**src/design/mbe_pkg.sv**
```systemverilog
// ============================================================================
// mbe_pkg
// Shared types, constants and register codes for the Mandelbrot escape-time
// pixel evaluator.
// ============================================================================
package mbe_pkg;

    // Field and datapath widths
    localparam int FRAC_BITS_DEFAULT = 27;
    localparam int COUNT_BITS        = 10;
    localparam int WORD_W            = 32;
    localparam int STEP_W            = 27;
    localparam int PIX_W             = 10;
    localparam int COLOR_W           = 3;
    localparam int PROD_W            = 2 * WORD_W;
    localparam int ADDR_W            = 4;
    localparam int DATA_W            = 32;

    // Register reset values (coordinates in Q5.27)
    localparam logic signed [WORD_W-1:0] CORNER_REAL_RST = -32'sd268435456;
    localparam logic signed [WORD_W-1:0] CORNER_IMAG_RST = -32'sd201326592;
    localparam logic [STEP_W-1:0]        PIXEL_STEP_RST  = 27'd393216;
    localparam logic [COUNT_BITS-1:0]    MAX_ITER_RST    = 10'd100;

    // Register index, taken from paddr word address
    typedef enum logic [1:0] {
        REG_CORNER_REAL = 2'd0,
        REG_CORNER_IMAG = 2'd1,
        REG_PIXEL_STEP  = 2'd2,
        REG_MAX_ITER    = 2'd3
    } reg_idx_t;

    // Output color codes
    typedef enum logic [COLOR_W-1:0] {
        COLOR_YELLOW = 3'd0,
        COLOR_BLUE   = 3'd1,
        COLOR_GREEN  = 3'd2,
        COLOR_RED    = 3'd3,
        COLOR_BLACK  = 3'd4
    } color_t;

    // Sequencer states
    typedef enum logic [2:0] {
        ST_IDLE,
        ST_SETUP_ADD,
        ST_ITER_MUL,
        ST_ITER_CHECK,
        ST_FINISH
    } state_t;

    // Configuration register set
    typedef struct packed {
        logic signed [WORD_W-1:0] corner_real;
        logic signed [WORD_W-1:0] corner_imag;
        logic [STEP_W-1:0]        pixel_step;
        logic [COUNT_BITS-1:0]    max_iterations;
    } cfg_t;

    // Multiplier unit request: three operand pairs and a load strobe
    typedef struct packed {
        logic                     en;
        logic signed [WORD_W-1:0] a0;
        logic signed [WORD_W-1:0] b0;
        logic signed [WORD_W-1:0] a1;
        logic signed [WORD_W-1:0] b1;
        logic signed [WORD_W-1:0] a2;
        logic signed [WORD_W-1:0] b2;
    } mul_req_t;

    // Multiplier unit registered products
    typedef struct packed {
        logic signed [PROD_W-1:0] p0;
        logic signed [PROD_W-1:0] p1;
        logic signed [PROD_W-1:0] p2;
    } mul_res_t;

endpackage

```
**src/design/mbe_cfg_regs.sv**
```systemverilog
// ============================================================================
// mbe_cfg_regs
// APB-style configuration registers: image corner, pixel step and iteration
// limit. Writes complete in the access phase; reads return register values.
// ============================================================================
module mbe_cfg_regs import mbe_pkg::*;
(
    input  logic              clk,
    input  logic              rst_n,
    input  logic              psel,
    input  logic              penable,
    input  logic              pwrite,
    input  logic [ADDR_W-1:0] paddr,
    input  logic [DATA_W-1:0] pwdata,
    output logic [DATA_W-1:0] prdata,
    output logic              pready,
    output cfg_t              cfg
);

    cfg_t     cfg_reg;
    reg_idx_t idx;
    logic     wr_en;

    // Decode word address and write strobe
    assign idx    = reg_idx_t'(paddr[ADDR_W-1:2]);
    assign wr_en  = psel && penable && pwrite;
    assign pready = 1'b1;
    assign cfg    = cfg_reg;

    // Update the addressed register
    always_ff @(posedge clk or negedge rst_n)
    begin
        if (!rst_n)
        begin
            cfg_reg.corner_real    <= CORNER_REAL_RST;
            cfg_reg.corner_imag    <= CORNER_IMAG_RST;
            cfg_reg.pixel_step     <= PIXEL_STEP_RST;
            cfg_reg.max_iterations <= MAX_ITER_RST;
        end
        else if (wr_en)
        begin
            case (idx)
                REG_CORNER_REAL: cfg_reg.corner_real    <= $signed(pwdata[WORD_W-1:0]);
                REG_CORNER_IMAG: cfg_reg.corner_imag    <= $signed(pwdata[WORD_W-1:0]);
                REG_PIXEL_STEP:  cfg_reg.pixel_step     <= pwdata[STEP_W-1:0];
                REG_MAX_ITER:    cfg_reg.max_iterations <= pwdata[COUNT_BITS-1:0];
                default:         cfg_reg.max_iterations <= cfg_reg.max_iterations;
            endcase
        end
    end

    // Return the addressed register
    always_comb
    begin
        case (idx)
            REG_CORNER_REAL: prdata = DATA_W'($unsigned(cfg_reg.corner_real));
            REG_CORNER_IMAG: prdata = DATA_W'($unsigned(cfg_reg.corner_imag));
            REG_PIXEL_STEP:  prdata = DATA_W'(cfg_reg.pixel_step);
            REG_MAX_ITER:    prdata = DATA_W'(cfg_reg.max_iterations);
            default:         prdata = '0;
        endcase
    end

endmodule

```
**config.mk**
```make
export PLATFORM = sky130hd
export DESIGN_NAME = mbe_cfg_regs
export DESIGN_NICKNAME = d
export VERILOG_FILES = /design/src/design/mbe_pkg.sv /design/src/design/mbe_cfg_regs.sv
export SDC_FILE = /design/constraint.sdc
export NUM_CORES = 1
export LEC_CHECK = 0
export BUFFER_PORTS_ARGS = -buffer_cell sky130_fd_sc_hd__buf_2
export CELL_PAD_IN_SITES_DETAIL_PLACEMENT = 1
export CELL_PAD_IN_SITES_GLOBAL_PLACEMENT = 2
export CORE_MARGIN = 4
export CORE_UTILIZATION = 32
export DETAILED_ROUTE_END_ITERATION = 8
export MAX_ROUTING_LAYER = met4
export PLACE_DENSITY = 0.77
export RECOVER_POWER = 100
export SLEW_MARGIN = 20
export SYNTH_ARGS = -nofsm -noshare
export SYNTH_HDL_FRONTEND = slang
export SYNTH_SLANG_ARGS = --single-unit
```
**constraint.sdc**
```tcl
create_clock -name clk -period 1.52 [get_ports clk]
set_clock_uncertainty 0.2 [all_clocks]
set_input_delay 0.152 -clock clk [delete_from_list [all_inputs] [get_ports clk]]
set_output_delay 0.152 -clock clk [all_outputs]
set_load 0.05 [all_outputs]
```
# Yosys cells after proc, flatten, opt, wreduce, memory -nomap -nowiden
# Cells that the tools add are included.
[totals] inputBits=41 regBits=101 elab_cells=15 output_inout_bits=134
[classes] muxes=1 eq_ne=3 n_reduce_logical=7
[ops] op="32-bit case mux with 4 select lines" count=1
[ops] op="2-bit AND reduction" count=4
[ops] op="2-bit == test (second input constant)" count=2
[ops] op="2-bit by 1-bit == test with 1-bit output (second input constant)" count=1
[ops] op="1-bit logical AND" count=2
[ops] op="2-bit zero test" count=1

# Longest topological paths before layout
[depth] depth_word=3 ltp_mapped=6 depth_no_buf=3

# Worst setup path before layout
# Ideal clock, no wire load.
[synth_timing] path_type="input -> output" startpoint="input port paddr[2]" endpoint="output port prdata[10]" arrival_time_ps=1972 path_stages=5 required_time_ps=1168 setup_slack_ps=-804 n_path_buf=3 path_cell_list="buf_6 buf_4 buf_2 mux2i_1 o21ai_0"
[synth_between] elab_chain_cells=2 word_cells_on_any_way=5 classes_between="eq/ne: 3; mux: 1; reduce/logical: 1"
[synth_rtl] item="start: declaration" line="mbe_cfg_regs.sv:13" source="input logic [ADDR_W-1:0] paddr,"
[synth_rtl] item="2-bit == test (tied with other cells)" line="mbe_cfg_regs.sv:55" source="case (idx)"
[synth_rtl] item="32-bit case mux with 4 select lines (*)" line="mbe_cfg_regs.sv:55"
[synth_rtl] item="end: declaration" line="mbe_cfg_regs.sv:15" source="output logic [DATA_W-1:0] prdata,"
# Every way passes the cells marked *; elsewhere a longest branch is shown, timed or not.

# Final worst setup path
[layout_timing] startpoint="register cfg_reg, in the netlist cfg[45]" endpoint="output port prdata[8]"
[layout_between] elab_chain_cells=1
[layout_rtl] item="start: declaration" line="mbe_cfg_regs.sv:20" source="cfg_t cfg_reg;"
[layout_rtl] item="32-bit case mux with 4 select lines" line="mbe_cfg_regs.sv:55"
# Every way passes these cells.

==> impl_metrics.env <==
export IMPL_status="complete, but fails checks"
export IMPL_violations="negative setup slack"
export IMPL_max_freq_mhz=558
export IMPL_io_pin_count=175
export IMPL_regToRegStartpoint="cfg[15]"
export IMPL_yosys_area_share_simple=0.0279
export IMPL_yosysWarnings=0
export IMPL_synthesis_nets=344
export IMPL_yosysUniqueCellTypes=25
export IMPL_synthCells=303
export IMPL_grt_antenna_before_repair=0
export IMPL_fin_ws_ps=-271
export IMPL_grt_pass1_wl_microns=23400
export IMPL_synth_compound_area_frac=0.0184
export IMPL_final_nets=637
export IMPL_hold_viol_final=0
export IMPL_leakage_nw=3.67
export IMPL_clk_pin_slew_ps=70
export IMPL_slowest_stage="mux4_2"
export IMPL_cts_tree="yes"
export IMPL_clock_latency_ps=340
export IMPL_critPathKind="register to primary output"
export IMPL_area_growth_pct=71.5
export IMPL_core_area_sq_um=14000
export IMPL_worstMarginPinSlew_ps=536
export IMPL_htreeDepth=3
export IMPL_r2r_setup_slack_ps=280
export IMPL_synth_area_leader_cell="dfrtp_1"
export IMPL_cp_max_fo=3
export IMPL_wire_per_inst_microns=20.4
export IMPL_gp_congestion=0.777
export IMPL_critPathMaxStageDelay_ps=500
export IMPL_finalPower_mw=13.0
export IMPL_timing_final_crit_share=1.18
export IMPL_powerDensity_nw_per_um2=1640
export IMPL_chipWidth_microns=128
export IMPL_synth_seq_cells=101
export IMPL_remaining_drc_errors=0
export IMPL_cp_buffers_inverters=1
export IMPL_crit_chain="mux4_2 -> buf_8"
export IMPL_startpoint_type="register"
export IMPL_synthAdderAreaFrac=0
export IMPL_fillers=1391
export IMPL_synth_top_family_by_area="multiplexers"
export IMPL_dr_pass1_iters=4
export IMPL_dieHeight_microns=128
export IMPL_yosysMostFrequentCell="dfrtp_1"
export IMPL_worstHoldPathType="input pin to asynchronous set/reset pin"
export IMPL_wl_microns=15900
export IMPL_synth_top_cell_area_share=0.472
export IMPL_post_place_ws_ps=-161
export IMPL_arrival_ps=1440
export IMPL_viasPerCell=4.79
export IMPL_synth_area_leaders="dfrtp_1 (47%), mux2_2 (17%), mux2_4 (9.8%)"
export IMPL_diodes=0
export IMPL_setup_viol=68
export IMPL_synth_common_cells="dfrtp_1 (87), mux2_2 (69), mux2_4 (30), mux2i_1 (22)"
export IMPL_synth_flop_cell="dfrtp_1"
export IMPL_vias=3738
export IMPL_grt_pass1_vias=4118
export IMPL_core_rowCount=43
export IMPL_crit_reg2reg_capture="cfg[15]"
export IMPL_endpoint_kind="primary output"
export IMPL_rsz0062_at_grt="true"
export IMPL_cp_top_family="multiplexers"
export IMPL_peakVddDrop_mv=0.959
export IMPL_synth_edf_count=0
export IMPL_cts_sinks=101
export IMPL_synthMuxAreaShare=0.368
export IMPL_io_buffers=171
export IMPL_drv_cap=0
export IMPL_synth_area_sq_um=4610
export IMPL_initial_core_util=0.330
export IMPL_grt_max_degree=43
export IMPL_cts_made_buffers=9
export IMPL_drv_slew=0
export IMPL_drtIter0Drc=142
export IMPL_final_layout_size_suffix_gt1_frac=0.855
export IMPL_root_buffer="clkbuf_16"
export IMPL_yosysSeqAreaShare=0.552
export IMPL_async_flop_share=1.00
export IMPL_largest_reg_flops=101
export IMPL_route_antenna_remaining_nets=0
export IMPL_fin_crit_ps=1790
export IMPL_cp_required_ps=1170
export IMPL_avgSynthCellArea_sq_um=15.2
export IMPL_slew_headroom=0.642
export IMPL_hpwlAfterDp_microns=9770
export IMPL_dieArea_sq_um=16400
export IMPL_clock_path_buffers=2
export IMPL_overflow=0
export IMPL_synth_xor_area_frac=0
export IMPL_track_usage=0.190
export IMPL_rr_worst_depth=3
[worst max-delay path by stage]
stage | from | end | slack (ps) | cells past startpoint
floorplan | paddr[2] | cfg[38] | -40 | 6
global placement | paddr[2] | prdata[10] | -140 | 6
detailed placement | paddr[2] | prdata[10] | -160 | 6
CTS | cfg[8] | prdata[8] | -290 | 2
global route | cfg[45] | prdata[8] | -310 | 2
finish | cfg[45] | prdata[8] | -270 | 2
[placed cells by master (no fill, tap or decap), types with 10 or more instances in the layout]
cell type | netlist | final
buf_2 | 7 | 107
buf_4 | 4 | 86
buf_6 | 2 | 23
buf_8 | 3 | 18
clkbuf_16 | 0 | 13
clkbuf_2 | 0 | 13
dfrtp_1 | 87 | 33
dfrtp_2 | 0 | 54
dfstp_2 | 14 | 14
dlygate4sd3_1 | 0 | 33
mux2_2 | 69 | 69
mux2_4 | 30 | 30
mux2i_2 | 0 | 11
mux2i_4 | 0 | 11
mux4_2 | 10 | 10
o21ai_4 | 0 | 17
[where the power goes]
part,total [mW],switching (mW),internal (mW)
Sequential,3.99,0.548,3.44
Clock,2.13,0.984,1.15
Combinational,6.88,4.28,2.60
Total,13.0,5.81,7.20
[cell type report]
type | instances | area, sq um | share of cell area
inverters | 1 | 3.75 | 0.000474
flip-flops and latches | 101 | 2610 | 0.330
clock inverters | 4 | 23.8 | 0.00300
clock buffers | 12 | 246 | 0.0312
repair buffers | 303 | 2460 | 0.311
well taps | 180 | 225 | 0.0285
multi-input cells | 180 | 2340 | 0.296
[metrics by stage]
| step | util | std cells | area [sq um] | setup TNS (ps) | hold WS (ps) |
|---|---|---|---|---|---|
| after floorplan | - | 303 | 4950 | -1070 | -344 |
| after global placement | 0.444 | 660 | 6210 | -10750 | -136 |
| after detailed placement | 0.444 | 660 | 6210 | -12830 | -138 |
| after CTS | 0.540 | 759 | 7550 | -3830 | 19.6 |
| after global routing | 0.566 | 781 | 7910 | -7800 | 150 |
| final | 0.566 | 781 | 7910 | -3920 | 118 |
[repair_timing]
action / in CTS / in global routing
resized for setup: 108 / 49
hold endpoints to repair: 190 / 0
pin swaps: 5 / 4
setup buffers: 50 / 18
cloned: 0 / 4
setup endpoints to repair: 39 / 38
hold buffers: 33 / 0
[metal layers]
metal / global-route usage / up-vias / share of wire
li1: - / 1673 / -
met1: 0.234 / 1917 / 0.42
met2: 0.323 / 131 / 0.51
met3: 0.0317 / 17 / 0.058
met4: 0.0531 / 0 / 0.014
met5: - / - / 0
[kinds of logic (layout without fill, tap and decap cells)]
| family | count (synthesis) | count (layout) |
|---|---|---|
| flip-flops | 101 | 101 |
| AND/OR/NAND/NOR | 29 | 29 |
| multiplexers | 133 | 133 |
| other | 1 | 1 |
| buffers and inverters | 22 | 320 |
| AO/OA/AOI/OAI | 17 | 17 |
(Power assumes the default switching activity.)
