File: config.mk
export PLATFORM = sky130hd
export DESIGN_NAME = mbe_engine_flat
export DESIGN_NICKNAME = d
export VERILOG_FILES = /design/src/design/mbe_pkg.sv /design/src/design/mbe_ifs.sv /design/src/design/mbe_engine.sv /design/src/flat_wrapper.sv
export SDC_FILE = /design/constraint.sdc
export NUM_CORES = 1
export LEC_CHECK = 0
export ABC_AREA = 1
export BUFFER_PORTS_ARGS = -buffer_cell sky130_fd_sc_hd__buf_2
export CORE_MARGIN = 2
export CORE_UTILIZATION = 42
export CTS_CLUSTER_SIZE = 25
export DETAILED_ROUTE_END_ITERATION = 8
export GPL_TIMING_DRIVEN = 0
export PLACE_DENSITY = 0.61
export SETUP_SLACK_MARGIN = 0.2
export SLEW_MARGIN = 10
export SYNTH_ARGS = -nofsm -noshare
export SYNTH_HDL_FRONTEND = slang
export SYNTH_SLANG_ARGS = --single-unit
File: constraint.sdc
create_clock -name clk -period 7.4 [get_ports clk]
set_input_delay 0.37 -clock clk [delete_from_list [all_inputs] [get_ports clk]]
set_output_delay 0.37 -clock clk [all_outputs]
set_load 0.05 [all_outputs]
File: src/design/mbe_pkg.sv
// ============================================================================
// mbe_pkg
// Shared types, constants and register codes for the Mandelbrot escape-time
// pixel evaluator.
// ============================================================================
package mbe_pkg;

    // Field and datapath widths
    localparam int FRAC_BITS_DEFAULT = 27;
    localparam int COUNT_BITS        = 10;
    localparam int WORD_W            = 32;
    localparam int STEP_W            = 27;
    localparam int PIX_W             = 10;
    localparam int COLOR_W           = 3;
    localparam int PROD_W            = 2 * WORD_W;
    localparam int ADDR_W            = 4;
    localparam int DATA_W            = 32;

    // Register reset values (coordinates in Q5.27)
    localparam logic signed [WORD_W-1:0] CORNER_REAL_RST = -32'sd268435456;
    localparam logic signed [WORD_W-1:0] CORNER_IMAG_RST = -32'sd201326592;
    localparam logic [STEP_W-1:0]        PIXEL_STEP_RST  = 27'd393216;
    localparam logic [COUNT_BITS-1:0]    MAX_ITER_RST    = 10'd100;

    // Register index, taken from paddr word address
    typedef enum logic [1:0] {
        REG_CORNER_REAL = 2'd0,
        REG_CORNER_IMAG = 2'd1,
        REG_PIXEL_STEP  = 2'd2,
        REG_MAX_ITER    = 2'd3
    } reg_idx_t;

    // Output color codes
    typedef enum logic [COLOR_W-1:0] {
        COLOR_YELLOW = 3'd0,
        COLOR_BLUE   = 3'd1,
        COLOR_GREEN  = 3'd2,
        COLOR_RED    = 3'd3,
        COLOR_BLACK  = 3'd4
    } color_t;

    // Sequencer states
    typedef enum logic [2:0] {
        ST_IDLE,
        ST_SETUP_ADD,
        ST_ITER_MUL,
        ST_ITER_CHECK,
        ST_FINISH
    } state_t;

    // Configuration register set
    typedef struct packed {
        logic signed [WORD_W-1:0] corner_real;
        logic signed [WORD_W-1:0] corner_imag;
        logic [STEP_W-1:0]        pixel_step;
        logic [COUNT_BITS-1:0]    max_iterations;
    } cfg_t;

    // Multiplier unit request: three operand pairs and a load strobe
    typedef struct packed {
        logic                     en;
        logic signed [WORD_W-1:0] a0;
        logic signed [WORD_W-1:0] b0;
        logic signed [WORD_W-1:0] a1;
        logic signed [WORD_W-1:0] b1;
        logic signed [WORD_W-1:0] a2;
        logic signed [WORD_W-1:0] b2;
    } mul_req_t;

    // Multiplier unit registered products
    typedef struct packed {
        logic signed [PROD_W-1:0] p0;
        logic signed [PROD_W-1:0] p1;
        logic signed [PROD_W-1:0] p2;
    } mul_res_t;

endpackage

File: src/design/mbe_ifs.sv
// ============================================================================
// mbe_ifs
// Valid/ready channel interfaces for pixel coordinates and pixel results.
// ============================================================================
interface mbe_pix_in_if import mbe_pkg::*; ();
    logic             valid;
    logic             ready;
    logic [PIX_W-1:0] column;
    logic [PIX_W-1:0] row;

    modport source (output valid, output column, output row, input ready);
    modport sink   (input valid, input column, input row, output ready);
endinterface

interface mbe_pix_out_if import mbe_pkg::*; ();
    logic                  valid;
    logic                  ready;
    logic [COUNT_BITS-1:0] iterations;
    logic [COLOR_W-1:0]    color_code;

    modport source (output valid, output iterations, output color_code, input ready);
    modport sink   (input valid, input iterations, input color_code, output ready);
endinterface

File: src/design/mbe_engine.sv
// ============================================================================
// mbe_engine
// Escape-time sequencer: forms c from the pixel index, iterates z = z^2 + c
// on the shared multiplier unit, classifies the count and holds the result.
// ============================================================================
module mbe_engine import mbe_pkg::*;
#(
    parameter int FRAC_BITS = FRAC_BITS_DEFAULT
)
(
    input  logic                 clk,
    input  logic                 rst_n,
    input  cfg_t                 cfg,
    mbe_pix_in_if.sink           pix_in,
    mbe_pix_out_if.source        pix_out,
    output mul_req_t             mul_req,
    input  mul_res_t             mul_res
);

    // Accumulator wide enough for a product plus a shifted c term
    localparam int ACC_W = (FRAC_BITS + 34 > 65) ? FRAC_BITS + 34 : 65;
    // Escape threshold 4 in the squared scale; unreachable if it does not fit
    localparam bit              NO_ESCAPE = (2 * FRAC_BITS + 2) >= PROD_W;
    localparam logic [PROD_W-1:0] FOUR    = NO_ESCAPE ? '0
                                          : (PROD_W'(1) << (2 * FRAC_BITS + 2));

    state_t                    state_reg, state_next;
    logic [COUNT_BITS-1:0]     count_reg, count_next;
    logic signed [WORD_W-1:0]  zx_reg, zx_next;
    logic signed [WORD_W-1:0]  zy_reg, zy_next;
    logic signed [WORD_W-1:0]  ca_reg, ca_next;
    logic signed [WORD_W-1:0]  cb_reg, cb_next;
    logic                      out_valid_reg, out_valid_next;
    logic [COUNT_BITS-1:0]     out_iter_reg, out_iter_next;
    color_t                    out_color_reg, out_color_next;

    logic                      in_acc;
    logic                      out_free;
    logic [PROD_W-1:0]         mag;
    logic                      escape;
    logic signed [ACC_W-1:0]   acc_x;
    logic signed [ACC_W-1:0]   acc_y;
    logic signed [ACC_W-1:0]   acc_ca;
    logic signed [ACC_W-1:0]   acc_cb;
    logic signed [WORD_W-1:0]  zx_new;
    logic signed [WORD_W-1:0]  zy_new;
    logic signed [WORD_W-1:0]  ca_new;
    logic signed [WORD_W-1:0]  cb_new;
    logic [COUNT_BITS+1:0]     lim_x3;
    logic [COUNT_BITS-1:0]     band1;
    logic [COUNT_BITS-1:0]     band2;
    logic [COUNT_BITS-1:0]     band3;
    color_t                    color_new;

    // Clamp an accumulator value to the signed 32-bit range
    function automatic logic signed [WORD_W-1:0] sat_acc(input logic signed [ACC_W-1:0] v);
        logic [ACC_W-WORD_W:0] hi;
        hi = v[ACC_W-1:WORD_W-1];
        if ((&hi) || !(|hi))
            return v[WORD_W-1:0];
        else if (v[ACC_W-1])
            return {1'b1, {(WORD_W-1){1'b0}}};
        else
            return {1'b0, {(WORD_W-1){1'b1}}};
    endfunction

    // Handshake
    assign pix_in.ready       = (state_reg == ST_IDLE);
    assign in_acc             = pix_in.valid && pix_in.ready;
    assign out_free           = !out_valid_reg || pix_out.ready;
    assign pix_out.valid      = out_valid_reg;
    assign pix_out.iterations = out_iter_reg;
    assign pix_out.color_code = out_color_reg;

    // c = corner + index * step, saturated
    assign acc_ca = ACC_W'(mul_res.p0) + ACC_W'($signed(cfg.corner_real));
    assign acc_cb = ACC_W'(mul_res.p1) + ACC_W'($signed(cfg.corner_imag));
    assign ca_new = sat_acc(acc_ca);
    assign cb_new = sat_acc(acc_cb);

    // Magnitude test and next z; c is folded in before the floor shift
    assign mag    = $unsigned(mul_res.p0) + $unsigned(mul_res.p1);
    assign escape = !NO_ESCAPE && (mag > FOUR);
    assign acc_x  = ACC_W'(mul_res.p0) - ACC_W'(mul_res.p1)
                  + (ACC_W'(ca_reg) <<< FRAC_BITS);
    assign acc_y  = ACC_W'(mul_res.p2) + (ACC_W'(cb_reg) <<< (FRAC_BITS - 1));
    assign zx_new = sat_acc(acc_x >>> FRAC_BITS);
    assign zy_new = sat_acc(acc_y >>> (FRAC_BITS - 1));

    // Quarter-band thresholds of the limit
    assign lim_x3 = (COUNT_BITS+2)'(cfg.max_iterations)
                  + {1'b0, cfg.max_iterations, 1'b0};
    assign band1  = cfg.max_iterations >> 2;
    assign band2  = cfg.max_iterations >> 1;
    assign band3  = lim_x3[COUNT_BITS+1:2];

    // Pick the color band for the finished count
    always_comb
    begin
        if (count_reg == cfg.max_iterations)
            color_new = COLOR_BLACK;
        else if (count_reg >= band3)
            color_new = COLOR_RED;
        else if (count_reg >= band2)
            color_new = COLOR_GREEN;
        else if (count_reg >= band1)
            color_new = COLOR_BLUE;
        else
            color_new = COLOR_YELLOW;
    end

    // Sequencer: next state, multiplier operands, datapath updates
    always_comb
    begin
        state_next     = state_reg;
        count_next     = count_reg;
        zx_next        = zx_reg;
        zy_next        = zy_reg;
        ca_next        = ca_reg;
        cb_next        = cb_reg;
        out_valid_next = out_valid_reg && !pix_out.ready;
        out_iter_next  = out_iter_reg;
        out_color_next = out_color_reg;

        mul_req.en = 1'b0;
        mul_req.a0 = zx_reg;
        mul_req.b0 = zx_reg;
        mul_req.a1 = zy_reg;
        mul_req.b1 = zy_reg;
        mul_req.a2 = zx_reg;
        mul_req.b2 = zy_reg;

        case (state_reg)
            ST_IDLE:
            begin
                // Scale column and row by the pixel step
                mul_req.a0 = WORD_W'(pix_in.column);
                mul_req.b0 = WORD_W'(cfg.pixel_step);
                mul_req.a1 = WORD_W'(pix_in.row);
                mul_req.b1 = WORD_W'(cfg.pixel_step);
                mul_req.a2 = '0;
                mul_req.b2 = '0;
                if (in_acc)
                begin
                    mul_req.en = 1'b1;
                    state_next = ST_SETUP_ADD;
                end
            end
            ST_SETUP_ADD:
            begin
                ca_next    = ca_new;
                cb_next    = cb_new;
                zx_next    = '0;
                zy_next    = '0;
                count_next = '0;
                state_next = ST_ITER_MUL;
            end
            ST_ITER_MUL:
            begin
                if (count_reg >= cfg.max_iterations)
                    state_next = ST_FINISH;
                else
                begin
                    mul_req.en = 1'b1;
                    state_next = ST_ITER_CHECK;
                end
            end
            ST_ITER_CHECK:
            begin
                if (escape)
                    state_next = ST_FINISH;
                else
                begin
                    zx_next    = zx_new;
                    zy_next    = zy_new;
                    count_next = count_reg + 1'b1;
                    state_next = ST_ITER_MUL;
                end
            end
            ST_FINISH:
            begin
                // Hold until the output register is free
                if (out_free)
                begin
                    out_valid_next = 1'b1;
                    out_iter_next  = count_reg;
                    out_color_next = color_new;
                    state_next     = ST_IDLE;
                end
            end
            default:
            begin
                state_next = ST_IDLE;
            end
        endcase
    end

    // Control registers
    always_ff @(posedge clk or negedge rst_n)
    begin
        if (!rst_n)
        begin
            state_reg     <= ST_IDLE;
            count_reg     <= '0;
            out_valid_reg <= 1'b0;
        end
        else
        begin
            state_reg     <= state_next;
            count_reg     <= count_next;
            out_valid_reg <= out_valid_next;
        end
    end

    // Datapath registers
    always_ff @(posedge clk)
    begin
        zx_reg        <= zx_next;
        zy_reg        <= zy_next;
        ca_reg        <= ca_next;
        cb_reg        <= cb_next;
        out_iter_reg  <= out_iter_next;
        out_color_reg <= out_color_next;
    end

endmodule

File: src/flat_wrapper.sv
// flat-port wrapper written by rule: the top's interface ports become plain ports
module mbe_engine_flat import mbe_pkg::*;
#(
    parameter int FRAC_BITS = FRAC_BITS_DEFAULT
)
  (clk, rst_n, cfg, mul_req, mul_res, pix_in_valid, pix_in_column, pix_in_row, pix_in_ready, pix_out_valid, pix_out_iterations, pix_out_color_code, pix_out_ready);
  mbe_pix_in_if pix_in_i ();
  mbe_pix_out_if pix_out_i ();
  input  logic clk;
  input  logic rst_n;
  input  cfg_t cfg;
  output mul_req_t mul_req;
  input  mul_res_t mul_res;
  input wire logic [$bits(pix_in_i.valid)-1:0] pix_in_valid;
  input wire logic [$bits(pix_in_i.column)-1:0] pix_in_column;
  input wire logic [$bits(pix_in_i.row)-1:0] pix_in_row;
  output wire logic [$bits(pix_in_i.ready)-1:0] pix_in_ready;
  output wire logic [$bits(pix_out_i.valid)-1:0] pix_out_valid;
  output wire logic [$bits(pix_out_i.iterations)-1:0] pix_out_iterations;
  output wire logic [$bits(pix_out_i.color_code)-1:0] pix_out_color_code;
  input wire logic [$bits(pix_out_i.ready)-1:0] pix_out_ready;
  assign pix_in_i.valid = pix_in_valid;
  assign pix_in_i.column = pix_in_column;
  assign pix_in_i.row = pix_in_row;
  assign pix_in_ready = pix_in_i.ready;
  assign pix_out_valid = pix_out_i.valid;
  assign pix_out_iterations = pix_out_i.iterations;
  assign pix_out_color_code = pix_out_i.color_code;
  assign pix_out_i.ready = pix_out_ready;
  mbe_engine #(.FRAC_BITS(FRAC_BITS)) u_core (.clk(clk), .rst_n(rst_n), .cfg(cfg), .pix_in(pix_in_i), .pix_out(pix_out_i), .mul_req(mul_req), .mul_res(mul_res));
endmodule
Word-level counts from Yosys, hierarchy flattened
Index checks and enable logic that the tools add are counted.
Word-level totals
  register bits: 155
  input port bits: 317
  output and inout port bits: 208
  word-level logic and storage cells: 84
Cells by class
  add/sub/neg operators: 8
  order comparisons: 5
  equal/unequal tests: 8
  mux-type cells: 28
  reduce and logical (&&, ||, !) cells: 26
Operator list (count)
  2-to-1 mux 32 bit: 10
  2-to-1 mux 192 bit: 1
  adder 64 x 32 -> 65 bit: 2
  case mux 32 bit (2 select lines): 2
  AND reduction 34 bit: 2
  OR reduction 34 bit: 2
  adder 64 x 58 -> 65 bit: 1
  adder 65 x 59 -> 65 bit: 1
  subtractor 64 x 64 -> 65 bit: 1
  adder 64 bit: 1
  > comparator 64 x 57 -> 1 bit, second input constant: 1
  greater-or-equal comparator 10 bit: 2
  case mux 10 bit (2 select lines): 1
  2-to-1 mux 3 bit: 6
  case mux 3 bit (5 select lines): 1
  adder 10 x 11 -> 12 bit: 1
  adder 10 x 1 -> 10 bit, second input constant: 1
  equality test 10 bit: 1
  greater-or-equal comparator 10 x 8 -> 1 bit: 1
  greater-or-equal comparator 10 x 9 -> 1 bit: 1
  2-to-1 mux 10 bit: 1
  AND reduction 8 bit: 1
  OR reduction 8 bit: 1
  AND reduction 7 bit: 1
  other kinds (14): 32

Longest topological paths before layout
  depth after elaboration: 8
  depth in mapped cells: 28
  mapped depth without buffers: 27

Worst setup path before layout
No wires, ideal clock.
  kind: flip-flop to flip-flop
  from: register u_core.state_reg[2]
  to: register u_core.zx_reg[0] (enable)
  setup time: 378 ps
  data arrival time: 6045 ps
  data required time: 7022 ps
  slack: 977 ps
  stages on the path, launching flop included: 5
  path buffers: 1
  period minus slack after synthesis: 6423 ps
  cells stage by stage: dfrtp_1 nor3_1 inv_1 nand2_1 buf_4
On the way
  cells in the longest elaborated chain, start to end: 3
  elaborated cells between the ends (all ways): 5
  classes of those cells: eq/ne: 3; reduce/logical: 2
Ends and longest elaborated chain
  start: declaration: line mbe_engine.sv:27  | state_t state_reg, state_next;
  start signal: assignment: line mbe_engine.sv:209  | state_reg <= state_next;
  equality test 3 x 2 -> 1 bit or equality test 3 x 1 -> 1 bit (tied branches): line mbe_engine.sv:133  | case (state_reg)
  != test 2 bit (no source line) or nonzero test 2 bit (tied branches)
  AND reduction 2 bit (no source line) (*)
  end signal: assignment: line mbe_engine.sv:218  | zx_reg <= zx_next;
  end: declaration: line mbe_engine.sv:29  | logic signed [WORD_W-1:0] zx_reg, zx_next;
Mark *: on every way between the ends. The rest lies on a longest branch, timed or not.
A chain may end at the register's enable or synchronous reset.

Final worst setup path
  from: input mul_res[64] (netlist name)
  to: register u_core.zy_reg[30] (enable)
On the way
  cells in the longest elaborated chain, start to end: 4
Ends and longest elaborated chain
  start: declaration: line flat_wrapper.sv:13  | input mul_res_t mul_res;
  adder 64 bit: line mbe_engine.sv:82  | assign mag = $unsigned(mul_res.p0) + $unsigned(mul_res.p1);
  > comparator 64 x 57 -> 1 bit: line mbe_engine.sv:83  | assign escape = !NO_ESCAPE && (mag > FOUR);
  != test 2 bit (no source line)
  AND reduction 2 bit (no source line)
  end signal: assignment: line mbe_engine.sv:219  | zy_reg <= zy_next;
  end: declaration: line mbe_engine.sv:30  | logic signed [WORD_W-1:0] zy_reg, zy_next;
No other way between the ends.

==> metrics.md <==
| Metric | Value |
|---|---|
| R2R depth | 18 |
| Port bufs | 498 |
| Most frequent cells in the layout | 1603 x nand2_1, 1021 x inv_1, 689 x nor2_1 |
| GRT Residual Overflow | 0 |
| Fin nets | 6957 |
| First DRT Iteration DRCs | 3426 |
| DP Area | 37270 um^2 |
| Synth unique cells | 53 |
| F_max | 223.2 MHz |
| P_leak | 20.03 nW |
| Vias in the first global route | 36.68k |
| Via count | 38.78k |
| PwrDens | 308.3 nW/um^2 |
| Hold-critical path depth | 3 |
| Sink Count | 155 |
| Synth Area in Compound Gates | 0.1638 |
| Post-synthesis mux area share | 0 |
| Post-synthesis sequential area ratio | 0.1372 |
| Clk buf depth | 2 |
| Initial antenna violation count | 6 |
| Hold WC Path Type | input pin to flip-flop |
| Final Setup Violations | 0 |
| Total placed cells including tap cells | 7225 |
| First-pass GRT wire length | 230200 um |
| Starting Density | 0.4235 |
| Crit end category | flip-flop |
| Status | completed |
| Largest family of logic cells by synthesized area | simple AND/OR/NAND/NOR gates |
| CTS tree | built |
| Syn Inst Count | 5670 |
| Relative slew slack | 0.2589 |
| Die W | 286.0 um |
| TritonCTS buffer count | 17 |
| Layout cell share with drive strength beyond 1 | 0.1073 |
| Post-DP HPWL | 140100 um |
| Drt first pass iters | 6 |
| #FFs+latches synth | 155 |
| Syn_nets | 6432 |
| Fin. Hold Viols | 0 |
| Die height | 286.0 um |
| Number of synthesized flops with an enable pin | 141 |
| Post-DRT Antenna Nets | 0 |
| Critical path arrival | 4600 ps |
| Critical path origin | mul_res[64] |
| H-tree depth | 4 |
| Crit path time final | 4480 ps |
| # IOs | 525 |
| RR Startpoint | u_core.ca_reg[1] |
| Async set-reset flop share out of synthesis | 0.09032 |
| Xor-xnor portion of the synthesized cell area | 0.05787 |
| Clock skew | 26.23 ps |
| Share of the clock period used by the worst path | 0.6054 |
| Critical path type | input pin to flip-flop |
| Final Instance Area | 37880 um^2 |
| Die Footprint | 81800 um^2 |
| Rows | 103 |
| Syn Area/Cell | 5.891 um^2 |
| WL per Instance | 21.82 um |
| Worst Tran Pin Value | 1100 ps |
| Postcts setup bufs | 0 |
| Core area | 78870 um^2 |
| Critical Path RT | 7510 ps |
| Setup crit start kind | input pin |
| Worst min-delay path startpoint | pix_in_valid |
| Drc violations | 0 |
| Worst-skew pair later-pin latency | 510 ps |
| Worst vdd ir | 0.2464 mV |
| Max Cap Viol | 0 |
| Simple-Gate Fraction of Synth Area | 0.3283 |
| Root buf cell | clkbuf_16 |
| Synth warnings | 0 |
| Non-Filler Instances | 7260 |
| Commonest non-fill, non-tap cell in the layout | nand2_1 |
| Post-Route WL | 158400 um |
| RSZ-0062 raised after global routing | no |
| Slew Limit Fails | 0 |
| Critical Path Fanout Max | 73 |
| Post-synth design cell area | 33400 um^2 |
| Syn-to-layout area delta | 13.39% |
| Clk slew on worst S/H paths | 70 ps |
| Vias per cell | 5.341 |
| Adder-cell area share of the yosys netlist | 0.1761 |
| Pin count of the biggest net entering global routing | 74 |
| GR Util All Layers | 0.3785 |
| Final GP Congestion | 1.067 |
| Main flop type after synthesis | edfxtp_1 |
==> per-layer routing <==
metal  global-route usage  up-vias  wire length [um]
met4               0.1849        4              8544
met2               0.6110     1602             69660
li1                     -    19111                 -
met3              0.06132      294             12080
met1               0.4900    17767             68090
met5                    0        -                23
==> kinds of logic (layout without fill, tap and decap cells) <==
logic type / count (synthesis) / count (layout)
DFF: 155 / 155
other: 0 / 2
AOI/OAI and AO/OA: 1008 / 1008
buffers and inverters: 1130 / 1668
adders and majority gates: 445 / 445
and+or+nand+nor: 2713 / 2713
xor gates and xnor gates: 219 / 219
==> power by group <==
| group | switching [W] | internal (W) | leakage [nW] | total [W] |
|---|---|---|---|---|
| Combinational | 0.00694 | 0.00233 | 18.2 | 0.00927 |
| Clock | 0.000446 | 0.000474 | 0.284 | 0.000920 |
| Sequential | 0.000133 | 0.00136 | 1.52 | 0.00149 |
==> layout make-up <==
| cell class | instances | area, um^2 |
|---|---|---|
| fillers | 8730 | 40990 |
| multi-input cells | 4385 | 24260 |
| clock inverters | 15 | 157.7 |
| well taps | 1050 | 1314 |
| diodes | 2 | 5.005 |
| inverters | 1025 | 3847 |
| repair buffers | 506 | 2562 |
| plain buffers | 105 | 719.4 |
| clock buffers | 17 | 425.4 |
| flip-flops and latches | 155 | 4584 |
==> Yosys cell counts, types with 9 or more instances <==
master,number,area (um^2)
xnor2_1,82,718.2
nor4_1,17,106.4
nand3_2,12,120.1
nor2_1,689,2586
o21bai_1,44,330.3
buf_4,60,450.4
nand2_2,12,75.07
nand3_1,233,1166
clkbuf_1,22,82.58
nand4_1,41,256.5
nor3_1,58,290.3
buf_6,12,135.1
a21boi_0,19,142.6
nand2_1,1603,6017
a31oi_1,24,150.1
xor2_1,135,1182
nand3b_1,29,217.7
ha_1,403,5042
fa_1,42,840.8
dfrtp_1,14,350.3
o21ai_0,326,1632
o21ai_1,9,45.04
a21o_1,32,240.2
inv_1,1021,3832
o21a_1,14,105.1
edfxtp_1,141,4234
a21oi_1,504,2522
==> stage by stage <==
stage | power [W] | setup TNS, ps | worst slack, ps | util | hold WS, ps
finish | 0.01168 | 0 | 2920 | 0.4802 | 118.0
global route | 0.01236 | 0 | 2688 | 0.4802 | 146.6
CTS | 0.01151 | 0 | 2999 | 0.4801 | 101.5
detailed placement | 0.01056 | 0 | 2483 | 0.4726 | 310.3
global placement | 0.01057 | -196230 | -2040 | 0.4718 | 307.6
floorplan | 0.007841 | 0 | 977.1 | - | 74.41
==> timing repair <==
| action | 4_1_cts | 5_1_grt |
|---|---|---|
| endpoints found under the hold margin | 14 | 0 |
| gates resized for setup | 0 | 0 |
| hold buffers | 1 | 0 |
==> worst paths after layout <==
| path | to | slack, ps |
|---|---|---|
| hold / removal | u_core.state_reg[0] | 120 |
| min in group asynchronous | u_core.state_reg[1] | 320 |
| setup reg to reg | u_core.zx_reg[26] | 3020 |
| setup / recovery | u_core.zy_reg[30] | 2920 |
| hold reg to reg | u_core.pix_out.valid | 580 |
| max in group asynchronous | u_core.count_reg[6] | 6790 |
==> worst max-delay path, cell delays in order <==
cell	delay (ps)
buf_2	150
ha_1	240
fa_1	400
nand2_1	90
nand2_1	90
nand3_1	80
nand2_1	180
xor2_1	180
nand3_1	90
nor4_1	540
nand4_1	420
nor2_1	410
nand3_1	290
nand2_1	130
nand2_1	90
nand2_1	100
buf_4	670
(Power assumes the default switching activity.)
